**src/odo_pkg.sv**
```systemverilog
// ----------------------------------------------------------------------------
// odo_pkg: shared types and constants for the odometry block
// Request payload types, register codes, fixed-point widths and the
// CORDIC arctangent table.
// ----------------------------------------------------------------------------
`default_nettype none

package odo_pkg;

    localparam int ODO_CORDIC_STEPS = 16;
    localparam int ODO_MAX_STEPS    = 24;

    // CORDIC datapath width and width of the rounded Q.20 sine/cosine
    localparam int CORDIC_W = 34;
    localparam int C20_W    = 23;

    localparam int CFG_IDX_W = 1;
    localparam logic [CFG_IDX_W-1:0] CFG_HALF_DIST = 1'd0;
    localparam logic [CFG_IDX_W-1:0] CFG_TURN      = 1'd1;

    localparam logic [31:0] HALF_DIST_RST = 32'd16013653;
    localparam logic [31:0] TURN_RST      = 32'd3036877;

    typedef struct packed {
        logic signed [15:0] left_degrees;
        logic signed [15:0] right_degrees;
    } t_in;

    typedef struct packed {
        logic signed [31:0] pos_x;
        logic signed [31:0] pos_y;
        logic signed [15:0] heading;
    } t_out;

    // atan(2^-i) with 2^32 as one full turn
    function automatic logic [31:0] odo_atan(input logic [4:0] idx);
        logic [31:0] v;
        unique case (idx)
            5'd0:    v = 32'h20000000;
            5'd1:    v = 32'h12E4051E;
            5'd2:    v = 32'h09FB385B;
            5'd3:    v = 32'h051111D4;
            5'd4:    v = 32'h028B0D43;
            5'd5:    v = 32'h0145D7E1;
            5'd6:    v = 32'h00A2F61E;
            5'd7:    v = 32'h00517C55;
            5'd8:    v = 32'h0028BE53;
            5'd9:    v = 32'h00145F2F;
            5'd10:   v = 32'h000A2F98;
            5'd11:   v = 32'h000517CC;
            5'd12:   v = 32'h00028BE6;
            5'd13:   v = 32'h000145F3;
            5'd14:   v = 32'h0000A2FA;
            5'd15:   v = 32'h0000517D;
            5'd16:   v = 32'h000028BE;
            5'd17:   v = 32'h0000145F;
            5'd18:   v = 32'h00000A30;
            5'd19:   v = 32'h00000518;
            5'd20:   v = 32'h0000028C;
            5'd21:   v = 32'h00000146;
            5'd22:   v = 32'h000000A3;
            5'd23:   v = 32'h00000051;
            default: v = 32'h00000000;
        endcase
        return v;
    endfunction

endpackage

`default_nettype wire

```
**src/odo_cordic.sv**
```systemverilog
// ----------------------------------------------------------------------------
// odo_cordic: iterative rotation-mode CORDIC
// Folds the angle into the right half plane, then runs one shift-add
// micro-rotation per cycle. Gives cosine and sine rounded to Q.20.
// ----------------------------------------------------------------------------
`default_nettype none

module odo_cordic #(
    parameter int STEPS = odo_pkg::ODO_CORDIC_STEPS
) (
    input  logic                               i_clk,
    input  logic                               i_rst_n,
    input  logic                               i_start,
    input  logic [31:0]                        i_angle,
    output logic                               o_done,
    output logic signed [odo_pkg::C20_W-1:0]   o_cos20,
    output logic signed [odo_pkg::C20_W-1:0]   o_sin20
);
    import odo_pkg::*;

    localparam int N     = (STEPS > ODO_MAX_STEPS) ? ODO_MAX_STEPS : STEPS;
    localparam int CNT_W = (N > 1) ? $clog2(N) : 1;
    localparam logic [CNT_W-1:0] LAST = CNT_W'(N - 1);

    localparam logic signed [CORDIC_W-1:0] X_INIT = CORDIC_W'(652032874);

    logic                       r_busy;
    logic                       r_done;
    logic [CNT_W-1:0]           r_cnt;
    logic                       r_neg;
    logic signed [CORDIC_W-1:0] r_x;
    logic signed [CORDIC_W-1:0] r_y;
    logic signed [CORDIC_W-1:0] r_z;

    logic                       fold;
    logic [31:0]                ang_f;
    logic signed [CORDIC_W-1:0] x_sh;
    logic signed [CORDIC_W-1:0] y_sh;
    logic signed [CORDIC_W-1:0] atan_v;
    logic signed [CORDIC_W-1:0] c_val;
    logic signed [CORDIC_W-1:0] s_val;
    logic signed [CORDIC_W-1:0] c_rnd;
    logic signed [CORDIC_W-1:0] s_rnd;

    // angle in the left half plane: rotate by pi and negate the results
    assign fold   = i_angle[31] ^ i_angle[30];
    assign ang_f  = fold ? {~i_angle[31], i_angle[30:0]} : i_angle;

    assign x_sh   = r_x >>> r_cnt;
    assign y_sh   = r_y >>> r_cnt;
    assign atan_v = CORDIC_W'(signed'({1'b0, odo_atan(5'(r_cnt))}));

    assign c_val  = r_neg ? -r_x : r_x;
    assign s_val  = r_neg ? -r_y : r_y;
    assign c_rnd  = c_val + CORDIC_W'(512);
    assign s_rnd  = s_val + CORDIC_W'(512);

    assign o_cos20 = C20_W'(c_rnd >>> 10);
    assign o_sin20 = C20_W'(s_rnd >>> 10);
    assign o_done  = r_done;

    always_ff @(posedge i_clk) begin
        if (!i_rst_n) begin
            r_busy <= 1'b0;
            r_done <= 1'b0;
            r_cnt  <= '0;
        end else begin
            r_done <= r_busy && (r_cnt == LAST);
            if (i_start) begin
                r_busy <= 1'b1;
                r_cnt  <= '0;
            end else if (r_busy) begin
                if (r_cnt == LAST) begin
                    r_busy <= 1'b0;
                end else begin
                    r_cnt <= r_cnt + 1'b1;
                end
            end
        end
    end

    always_ff @(posedge i_clk) begin
        if (i_start) begin
            r_neg <= fold;
            r_x   <= X_INIT;
            r_y   <= '0;
            r_z   <= CORDIC_W'(signed'(ang_f));
        end else if (r_busy) begin
            if (r_z >= 0) begin
                r_x <= r_x - y_sh;
                r_y <= r_y + x_sh;
                r_z <= r_z - atan_v;
            end else begin
                r_x <= r_x + y_sh;
                r_y <= r_y - x_sh;
                r_z <= r_z + atan_v;
            end
        end
    end

endmodule

`default_nettype wire

```
**src/differential_drive_odometry.sv**
```systemverilog
// Takes one request at a time; o_in_stall stays high while one is in work or while its
// result waits on i_out_stall.
// The CORDIC takes one cycle per micro-rotation; one shared 33x23 multiplier serves
// the distance, the turn and both two-part position products over six passes.
// Reset (synchronous, active low) clears position and heading to zero and restores both.
// ----------------------------------------------------------------------------
// differential_drive_odometry: dead-reckoning pose update
// Turns left/right encoder degrees into distance and turn, rotates the
// distance by the mid-step heading and accumulates a saturating x/y position.
// ----------------------------------------------------------------------------
`default_nettype none

module differential_drive_odometry #(
    parameter int CORDIC_STEPS = odo_pkg::ODO_CORDIC_STEPS
) (
    input  logic                            i_clk,
    input  logic                            i_rst_n,
    input  logic                            i_in_valid,
    output logic                            o_in_stall,
    input  odo_pkg::t_in                    i_in_data,
    output logic                            o_out_valid,
    input  logic                            i_out_stall,
    output odo_pkg::t_out                   o_out_data,
    input  logic                            i_cfg_we,
    input  logic [odo_pkg::CFG_IDX_W-1:0]   i_cfg_idx,
    input  logic [31:0]                     i_cfg_data
);
    import odo_pkg::*;

    localparam logic [3:0] S_IDLE = 4'd0;
    localparam logic [3:0] S_MDS  = 4'd1;
    localparam logic [3:0] S_MDT  = 4'd2;
    localparam logic [3:0] S_ANG  = 4'd3;
    localparam logic [3:0] S_CORD = 4'd4;
    localparam logic [3:0] S_ML   = 4'd5;
    localparam logic [3:0] S_MH   = 4'd6;
    localparam logic [3:0] S_MS   = 4'd7;
    localparam logic [3:0] S_MU   = 4'd8;
    localparam logic [3:0] S_DONE = 4'd9;

    logic [3:0]               r_state;
    logic [3:0]               n_state;

    logic [31:0]              r_hd;
    logic [31:0]              r_turn;
    logic signed [31:0]       r_x;
    logic signed [31:0]       r_y;
    logic [15:0]              r_heading;
    logic                     r_axis;
    logic                     r_out_valid;
    t_out                     r_out;

    logic signed [16:0]       r_sum;
    logic signed [16:0]       r_diff;
    logic signed [55:0]       r_prod;
    logic signed [41:0]       r_ds8;
    logic signed [C20_W-1:0]  r_c20;
    logic signed [C20_W-1:0]  r_s20;
    logic signed [63:0]       r_acc;

    logic                     in_acc;
    logic                     out_free;
    logic signed [32:0]       mul_a;
    logic signed [22:0]       mul_b;
    logic signed [55:0]       mul_p;
    logic [49:0]              ds_rnd;
    logic [31:0]              hd_rnd;
    logic [31:0]              cor_angle;
    logic                     cor_start;
    logic                     cor_done;
    logic signed [C20_W-1:0]  cor_cos;
    logic signed [C20_W-1:0]  cor_sin;
    logic signed [35:0]       delta;
    logic signed [36:0]       pos_sum;
    logic signed [31:0]       pos_sat;

    assign o_in_stall  = (r_state != S_IDLE);
    assign in_acc      = i_in_valid && !o_in_stall;
    assign out_free    = !r_out_valid || !i_out_stall;
    assign o_out_valid = r_out_valid;
    assign o_out_data  = r_out;

    // shared multiplier operand select
    always_comb begin
        mul_a = '0;
        mul_b = '0;
        unique case (r_state)
            S_MDS: begin
                mul_a = signed'({1'b0, r_hd});
                mul_b = 23'(r_sum);
            end
            S_MDT: begin
                mul_a = signed'({1'b0, r_turn});
                mul_b = 23'(r_diff);
            end
            S_ML: begin
                mul_a = signed'({12'b0, r_ds8[20:0]});
                mul_b = r_axis ? r_s20 : r_c20;
            end
            S_MH: begin
                mul_a = 33'(signed'(r_ds8[41:21]));
                mul_b = r_axis ? r_s20 : r_c20;
            end
            default: begin
                mul_a = '0;
                mul_b = '0;
            end
        endcase
    end

    assign mul_p     = mul_a * mul_b;
    assign ds_rnd    = r_prod[49:0] + 50'd128;
    assign hd_rnd    = r_prod[31:0] + 32'h8000;
    assign cor_angle = {r_heading, 16'b0} + r_prod[32:1];
    assign cor_start = (r_state == S_ANG);

    // position step and saturation
    assign delta   = r_acc[63:28];
    assign pos_sum = r_axis ? (37'(r_y) - 37'(delta)) : (37'(r_x) + 37'(delta));
    assign pos_sat = (pos_sum[36:31] != {6{pos_sum[36]}}) ?
                     (pos_sum[36] ? 32'sh80000000 : 32'sh7FFFFFFF) : pos_sum[31:0];

    odo_cordic #(
        .STEPS (CORDIC_STEPS)
    ) u_cordic (
        .i_clk   (i_clk),
        .i_rst_n (i_rst_n),
        .i_start (cor_start),
        .i_angle (cor_angle),
        .o_done  (cor_done),
        .o_cos20 (cor_cos),
        .o_sin20 (cor_sin)
    );

    always_comb begin
        n_state = r_state;
        unique case (r_state)
            S_IDLE:  if (in_acc) n_state = S_MDS;
            S_MDS:   n_state = S_MDT;
            S_MDT:   n_state = S_ANG;
            S_ANG:   n_state = S_CORD;
            S_CORD:  if (cor_done) n_state = S_ML;
            S_ML:    n_state = S_MH;
            S_MH:    n_state = S_MS;
            S_MS:    n_state = S_MU;
            S_MU:    n_state = r_axis ? S_DONE : S_ML;
            S_DONE:  if (out_free) n_state = S_IDLE;
            default: n_state = S_IDLE;
        endcase
    end

    always_ff @(posedge i_clk) begin
        if (!i_rst_n) begin
            r_state     <= S_IDLE;
            r_hd        <= HALF_DIST_RST;
            r_turn      <= TURN_RST;
            r_x         <= '0;
            r_y         <= '0;
            r_heading   <= '0;
            r_axis      <= 1'b0;
            r_out_valid <= 1'b0;
        end else begin
            r_state <= n_state;

            if (i_cfg_we) begin
                unique case (i_cfg_idx)
                    CFG_HALF_DIST: r_hd   <= i_cfg_data;
                    CFG_TURN:      r_turn <= i_cfg_data;
                    default:       r_hd   <= r_hd;
                endcase
            end

            if (r_state == S_ANG) begin
                r_heading <= r_heading + hd_rnd[31:16];
                r_axis    <= 1'b0;
            end

            if (r_state == S_MU) begin
                if (r_axis) begin
                    r_y <= pos_sat;
                end else begin
                    r_x    <= pos_sat;
                    r_axis <= 1'b1;
                end
            end

            if (r_state == S_DONE && out_free) begin
                r_out_valid <= 1'b1;
            end else if (!i_out_stall) begin
                r_out_valid <= 1'b0;
            end
        end
    end

    always_ff @(posedge i_clk) begin
        unique case (r_state)
            S_IDLE: begin
                if (in_acc) begin
                    r_sum  <= 17'(i_in_data.right_degrees) + 17'(i_in_data.left_degrees);
                    r_diff <= 17'(i_in_data.right_degrees) - 17'(i_in_data.left_degrees);
                end
            end
            S_MDS: begin
                r_prod <= mul_p;
            end
            S_MDT: begin
                r_ds8  <= signed'(ds_rnd[49:8]);
                r_prod <= mul_p;
            end
            S_CORD: begin
                if (cor_done) begin
                    r_c20 <= cor_cos;
                    r_s20 <= cor_sin;
                end
            end
            S_ML: begin
                r_prod <= mul_p;
            end
            S_MH: begin
                r_acc  <= 64'(r_prod);
                r_prod <= mul_p;
            end
            S_MS: begin
                // fold in the high partial product and the rounding bias
                r_acc <= r_acc + (64'(r_prod) <<< 21) + 64'sd134217728;
            end
            S_DONE: begin
                if (out_free) begin
                    r_out.pos_x   <= r_x;
                    r_out.pos_y   <= r_y;
                    r_out.heading <= signed'(r_heading);
                end
            end
            default: begin
                r_prod <= r_prod;
            end
        endcase
    end

endmodule

`default_nettype wire

```
**config.mk**
```make
export PLATFORM = sky130hd
export DESIGN_NAME = differential_drive_odometry
export DESIGN_NICKNAME = d
export VERILOG_FILES = /design/src/odo_pkg.sv /design/src/odo_cordic.sv /design/src/differential_drive_odometry.sv
export SDC_FILE = /design/constraint.sdc
export NUM_CORES = 2
export LEC_CHECK = 0
export BUFFER_PORTS_ARGS = -buffer_cell sky130_fd_sc_hd__buf_2
export CAP_MARGIN = 30
export CORE_ASPECT_RATIO = 0.8
export CORE_MARGIN = 8
export CORE_UTILIZATION = 65
export DETAILED_ROUTE_END_ITERATION = 6
export PLACE_DENSITY_LB_ADDON = 0.25
export SETUP_SLACK_MARGIN = 0.1
export SLEW_MARGIN = 10
export SYNTH_ARGS = -nofsm -noshare
export SYNTH_HDL_FRONTEND = slang
export SYNTH_SLANG_ARGS = --single-unit
```
**constraint.sdc**
```tcl
create_clock -name i_clk -period 18.8 [get_ports i_clk]
set_input_delay 3.76 -clock i_clk [delete_from_list [all_inputs] [get_ports i_clk]]
set_output_delay 3.76 -clock i_clk [all_outputs]
set_load 0.05 [all_outputs]
```
-- Yosys cells after proc, flatten, opt, wreduce, memory -nomap -nowiden
Memories as Yosys holds them, arrays and structs flattened. A register that Yosys moved wholly into a read port is not among the register bits.
Cells that the tools add are included.
- register bits after elaboration: 581
- memory bits (read-only): 480
- input port bits: 70
- output and inout port bits: 82
- word-level logic and storage cells: 125
- memories kept: 1
- memories (memory ; depth ; bits a word ; rd ports ; clocked after memory_dff ; wr ports ; RTL line ; source):
    (no name shown) ; 16 ; 30 ; 1 ; 1 ; 0 ; odo_pkg.sv:38 ; unique case (idx)
- $add $sub $neg: 21
- $mul: 1
- magnitude comparators: 1
- eq/ne operators: 15
- shifts and indexed selects: 2
- multiplexer cells: 30
- bitwise operators: 6
- reduce and logical (&&, ||, !) cells: 23
- operators with widths (operator ; count):
    two-way mux 34 bit ; 5
    one-hot mux 33 bit (4 select lines) ; 1
    one-hot mux 64 bit (2 select lines) ; 1
    two-way mux 32 bit ; 3
    one-hot mux 23 bit (3 select lines) ; 1
    adder 34 bit ; 2
    >>> shifter 34 x 4 -> 34 bit ; 2
    subtractor 34 bit ; 2
    adder 33 x 11 -> 33 bit, second input constant ; 2
    two-way mux 33 bit ; 2
    negation 33 bit ; 2
    adder 64 x 29 -> 64 bit, second input constant ; 1
    adder 64 bit ; 1
    multiplier 33 x 23 -> 56 bit ; 1
    adder 50 x 8 -> 50 bit, second input constant ; 1
    one-hot mux 4 bit (10 select lines) ; 1
    adder 32 x 36 -> 37 bit ; 1
    two-way mux 37 bit ; 1
    subtractor 32 x 36 -> 37 bit ; 1
    adder 34 x 33 -> 34 bit ; 1
    greater-or-equal comparator 34 x 1 -> 1 bit, second input constant ; 1
    subtractor 34 x 33 -> 34 bit ; 1
    adder 32 x 16 -> 32 bit, second input constant ; 1
    adder 32 bit ; 1
    26 further kinds ; 63

-- Logic depth before layout (Yosys ltp)
- depth after elaboration: 5
- depth in mapped cells: 37

-- Cells and area by module
A second synthesis with hierarchy kept.
- cell total of the unflattened synthesis: 8122
- area, all modules: 71071.9 µm²
- by module, submodules not included (module ; times used ; cells each ; area an instance (µm²) ; sequential area each (µm²)):
    differential_drive_odometry ; 1 ; 5818 ; 53023.4 ; 12011.5
    odo_cordic ; 1 ; 2304 ; 18048.6 ; 3133.0

-- Least setup slack after synthesis
No wires, ideal clock.
- path kind: register -> register
- from: reg r_state[0]
- to: reg r_prod[55] (data pin)
- library setup time: 259 ps
- data arrival time: 10284 ps
- path slack: 8256 ps
- cell stages (with the launch flop): 31
- path buffers: 2
- clock period less this slack: 10544 ps
- cell sequence: dfxtp_1 -> buf_1 -> xnor2_1 -> nor2_1 -> a32oi_1 -> clkbuf_1 -> nor2_1 -> ha_1 -> fa_1 -> inv_1 -> fa_1 -> fa_1 -> inv_1 -> fa_1 -> fa_1 -> inv_1 -> fa_1 -> inv_1 -> ha_1 -> a21oi_1 -> a21o_1 -> a31oi_1 -> a221o_1 -> and2_1 -> a211oi_1 -> o21ai_0 -> o32ai_1 -> nand2_1 -> a311o_1 -> a21oi_1 -> xnor2_1
- word-level cells in the longest chain between the ends: 4
- RTL lines (item ; RTL line ; source):
    from (decl) ; differential_drive_odometry.sv:41 ; logic [3:0] r_state;
    from (signal assigned) ; differential_drive_odometry.sv:163 ; r_state <= n_state;
    == test 4 x 3 -> 1 bit ; differential_drive_odometry.sv:87 ; unique case (r_state)
    OR reduction 2 bit (no source line) ; -- ;
    one-hot mux 23 bit (3 select lines) ; differential_drive_odometry.sv:87 ;
    multiplier 33 x 23 -> 56 bit (*) ; differential_drive_odometry.sv:111 ; assign mul_p = mul_a * mul_b;
    named net mul_p[55] ; differential_drive_odometry.sv:65 ; logic signed [55:0] mul_p;
    to (signal assigned) ; differential_drive_odometry.sv:204 ; r_prod <= mul_p;
    to (signal assigned) ; differential_drive_odometry.sv:208 ; r_prod <= mul_p;
    to (signal assigned) ; differential_drive_odometry.sv:217 ; r_prod <= mul_p;
    to (decl) ; differential_drive_odometry.sv:55 ; logic signed [55:0] r_prod;
The timed path passes the listed nets; every way through them passes the cells marked *.
A chain may end at the register's enable or synchronous reset.

-- Worst setup path in the final report
- from: reg r_state[3]
- to: reg r_prod[55] (data pin)
The elaborated chain is that of the path after synthesis.

==> metrics.md <==
| Metric | Value |
|---|---|
| Most used DFF post-synth | edfxtp_1 |
| HPWL after DPL | approximately 180000 um |
| Hold crit path type | register to register |
| Worst path max stage delay | roughly 910 ps |
| Global-route wire length before repair | around 350000 um |
| Period minus WS final | 10650 ps |
| CTS buffer count | 66 |
| Dpl cells | about 9300 |
| Post-synthesis compound-gate area fraction | about an eighth |
| Crit Path Max Fanout | 59 |
| Total GRT Usage | 38.0% |
| Crit Path Category | register to register |
| CP required | between 15000 and 20000 ps |
| Die width | 383 um |
| Fillers | about 8500 |
| FF-to-FF setup slack | 8150 ps |
| Ys async rst share | 0% |
| PD cells | between 100 and 150 nW/um2 |
| CP max-delay cell | a22oi_1 |
| Initial Utilization | 65.6% |
| Gp weighted congestion | 1.07 |
| Synthesis-to-layout area growth | 6.11% |
| Avg Inst Size Synth | ~8.8 um2 |
| Int Power | 4380 uW |
| Mapped Cells | 7988 |
| Post-layout instance area | approximately 74000 um2 |
| Failing checks | DRC |
| CORE AREA | ~110000 um2 |
| Fmax achieved | 0.0939 GHz |
| Site Rows | roughly 110 |
| CTS clk-pin slew, worst paths | 60 ps |
| Cell variety after synth | 98 |
| Total vias in the final route | 60000 |
| Synth Area in Adders | between 30% and 40% |
| Tcrit/Tclk final | between 50% and 60% |
| Actual slew at the worst max-slew pin | around 1200 ps |
| Largest net degree at the start of global routing | between 70 and 80 |
| DRC violations left | 11 |
| Syn_nets | about 9300 |
| Sequential Power Share | between 20% and 30% |
| Wirelength per Cell | 24.4 um |
| Initial antenna violation count | 5 |
| Sw frac | about 48% |
| Worst skew pair latency | approximately 660 ps |
| Post_cts resized | 0 |
| Synth Area in XOR/XNOR | approximately 6.4% |
| Max-slew violations | 0 |
| Combinational power share | around three fifths |
| Maximum vdd drop | 131 uV |
| Die area | 118000 um2 |
| Largest family of logic cells by synthesized area | adder cells |
| Post-synthesis mux area share | 4.16% |
| Layout cell share with drive strength beyond 1 | between 6 and 7% |
| Final ANT Viol Nets | 0 |
| Crit path top cell by count | fa_1 |
| P_leak | 0.0336 uW |
| Status | complete, but fails checks |
| Setup WS post-layout | 8150 ps |
| Final Skew | about 29 ps |
| DR pass1 iterations | 7 |
| Via density | approximately 6.4 |
| CTS Sinks | between 500 and 600 |
| Non-Filler Instances | ~9400 |
| DP Worst Slack | between 8000 and 9000 ps |
| CTS max path bufs | 3 |
| Crit path DAT | approximately 11000 ps |
| EDFF count, synth | ~340 |
| Area after DPL | ~72000 um2 |
| Mapped cell area | 69900 um2 |
| Top Ports | between 150 and 200 |
| # setup viols final | 0 |
| Final hold violation count | 0 |
| Root Buffer | clkbuf_16 |
| I/O Buffers | around 150 |
| Yosys reg bits | a little under 600 |
| Sequential area share after synthesis | between 20% and 30% |
| Grt ovf | 0 |
| H-tree depth | 3 |
| Post-Route WL | between 200000 and 250000 um |
| Unrepaired setup endpoints after global routing | no |
| Max cap viols | 0 |
| CTS tree | done |
| Simple-gate portion of the synthesized area | between 10% and 20% |
| Net Switching | ~4000 uW |
| NumNets Final | 9254 |
| Max-Slew Margin vs Limit | between 15 and 20% |
| Starting DRT DRC Count | 7847 |
| Cts-stage hold buffer count | 0 |
| Yosys warns | 0 |
| Vias in the first global route | between 50000 and 60000 |
| Final setup TNS | 0 ps |
| Die Span Y | ~310 um |
| Post-CTS Setup Inserts | 0 |
| Clk pwr share | roughly 16% |
| Crit. End Element | register |
| Worst setup SP type | register |
stage by stage:
stage / hold slack (ps) / util [%] / power (uW)
floorplan: 430 / - / 5540
global placement: 443 / 67.3 / 6740
detailed placement: 449 / 67.4 / 6900
CTS: 457 / 69.5 / 8260
global route: 478 / 69.6 / 8950
finish: 458 / 69.6 / 8430
area by class of cell:
type,instances,area (um2),area share (%)
multi-input combinational,5923,49300,66.4
sequential,589,15200,20.4
inverter,1087,4080,5.50
clock buffer,87,1850,2.50
tap,1417,1770,2.39
timing repair buffer,256,1660,2.24
clock inverter,35,354,0.477
antenna,4,10.0,0.0135
cells in the mapped netlist (all sizes together), types with 71 or more instances:
cell    instances  area (um2)
inv          1082        4060
dfxtp         254        5080
nor2          719        2700
nand2        1111        4170
nand3         138         696
nor3           87         435
a21o          153        1150
edfxtp        335       10100
nand2b         71         444
ha            476        5960
a21oi         431        2160
nand4          82         513
clkbuf        325        1220
xor2          193        1690
fa            785       15700
mux2i         110        1100
xnor2         313        2750
o21ai         379        1900
flip-flops by register name, indices dropped and copies added (netlist names), 34 cells and up:
name and flops:
r_prod 56, o_out_data 80, u_cordic.r_x 34, r_acc 43
u_cordic.r_z 34, u_cordic.r_y 34, r_ds8 42
metal layers:
| metal | vias to the layer above | track usage (%) | share of wire (%) |
|---|---|---|---|
| li1 | 26400 | - | - |
| met2 | 4082 | 52.7 | 39 |
| met4 | 18 | 12.0 | 3.8 |
| met5 | - | 2.33 | 0.22 |
| met1 | 28800 | 51.5 | 39 |
| met3 | 612 | 19.2 | 17 |
critical path: cells and delay by family (launching register included):
family                     cells  cell delay (ps)
DFF                            1              710
buffers and inverters          6             1330
adders and majority gates      8             3760
and+or+nand+nor                5              820
AOI/OAI and AO/OA             11             3600
xor gates and xnor gates       1               90
placed cells by master, fill, tap and decap left out, types with 21 or more instances in the layout:
master     Yosys  final
and2_1        44     44
nand4_1       82     82
xor2_1       193    193
clkbuf_16      0     69
buf_2         12    151
a21o_1       153    153
and4_1        31     31
mux2i_1      109    109
mux4_2        48     48
mux2_2        22     22
xnor2_1      312    312
a311oi_1      27     27
o21bai_1      41     41
inv_1       1081   1080
nand2_1     1111   1110
nor2b_1       46     45
o21ai_0      358    356
and3_1        60     59
ha_1         476    476
or3_1         32     31
nand3_1      137    137
o31ai_1       49     49
fa_1         785    785
o211ai_1      22     22
buf_4          5     93
o22ai_1       22     22
a31oi_1       36     36
a211oi_1      51     51
nor2_1       718    716
a22oi_1       21     21
nor3_1        87     81
a21oi_1      431    430
edfxtp_1     335    335
dfxtp_1      254    248
o21a_1        69     69
nand2b_1      71     71
worst paths after layout:
check,start,end,cells after the start
worst min-delay path,r_hd[16]$_SDFFE_PN0P_,r_hd[16]$_SDFFE_PN0P_,2
worst max register to register,r_state[3]$_SDFFE_PN0P_,r_prod[55]$_DFFE_PP_,31
worst max-delay path,r_state[3]$_SDFFE_PN0P_,r_prod[55]$_DFFE_PP_,31
worst min register to register,r_hd[16]$_SDFFE_PN0P_,r_hd[16]$_SDFFE_PN0P_,2
kinds of logic (layout without fill, tap and decap cells):
family                     count (synthesis)  in the layout
and+or+nand+nor                         2484           2484
buffers and inverters                   1476           1465
AOI/OAI and AO/OA                       1473           1473
adders and majority gates               1262           1262
DFF                                      589            589
xor gates and xnor gates                 506            506
muxes                                    198            198
other                                      0              4
power groups by stage:
stage	Clock (uW)	Sequential (uW)	Combinational, uW
detailed placement	0	2090	4810
CTS	1340	2070	4850
global placement	0	2080	4660
floorplan	0	1800	3740
global route	1390	2100	5450
finish	1330	2100	4990
(Power assumes the default switching activity.)
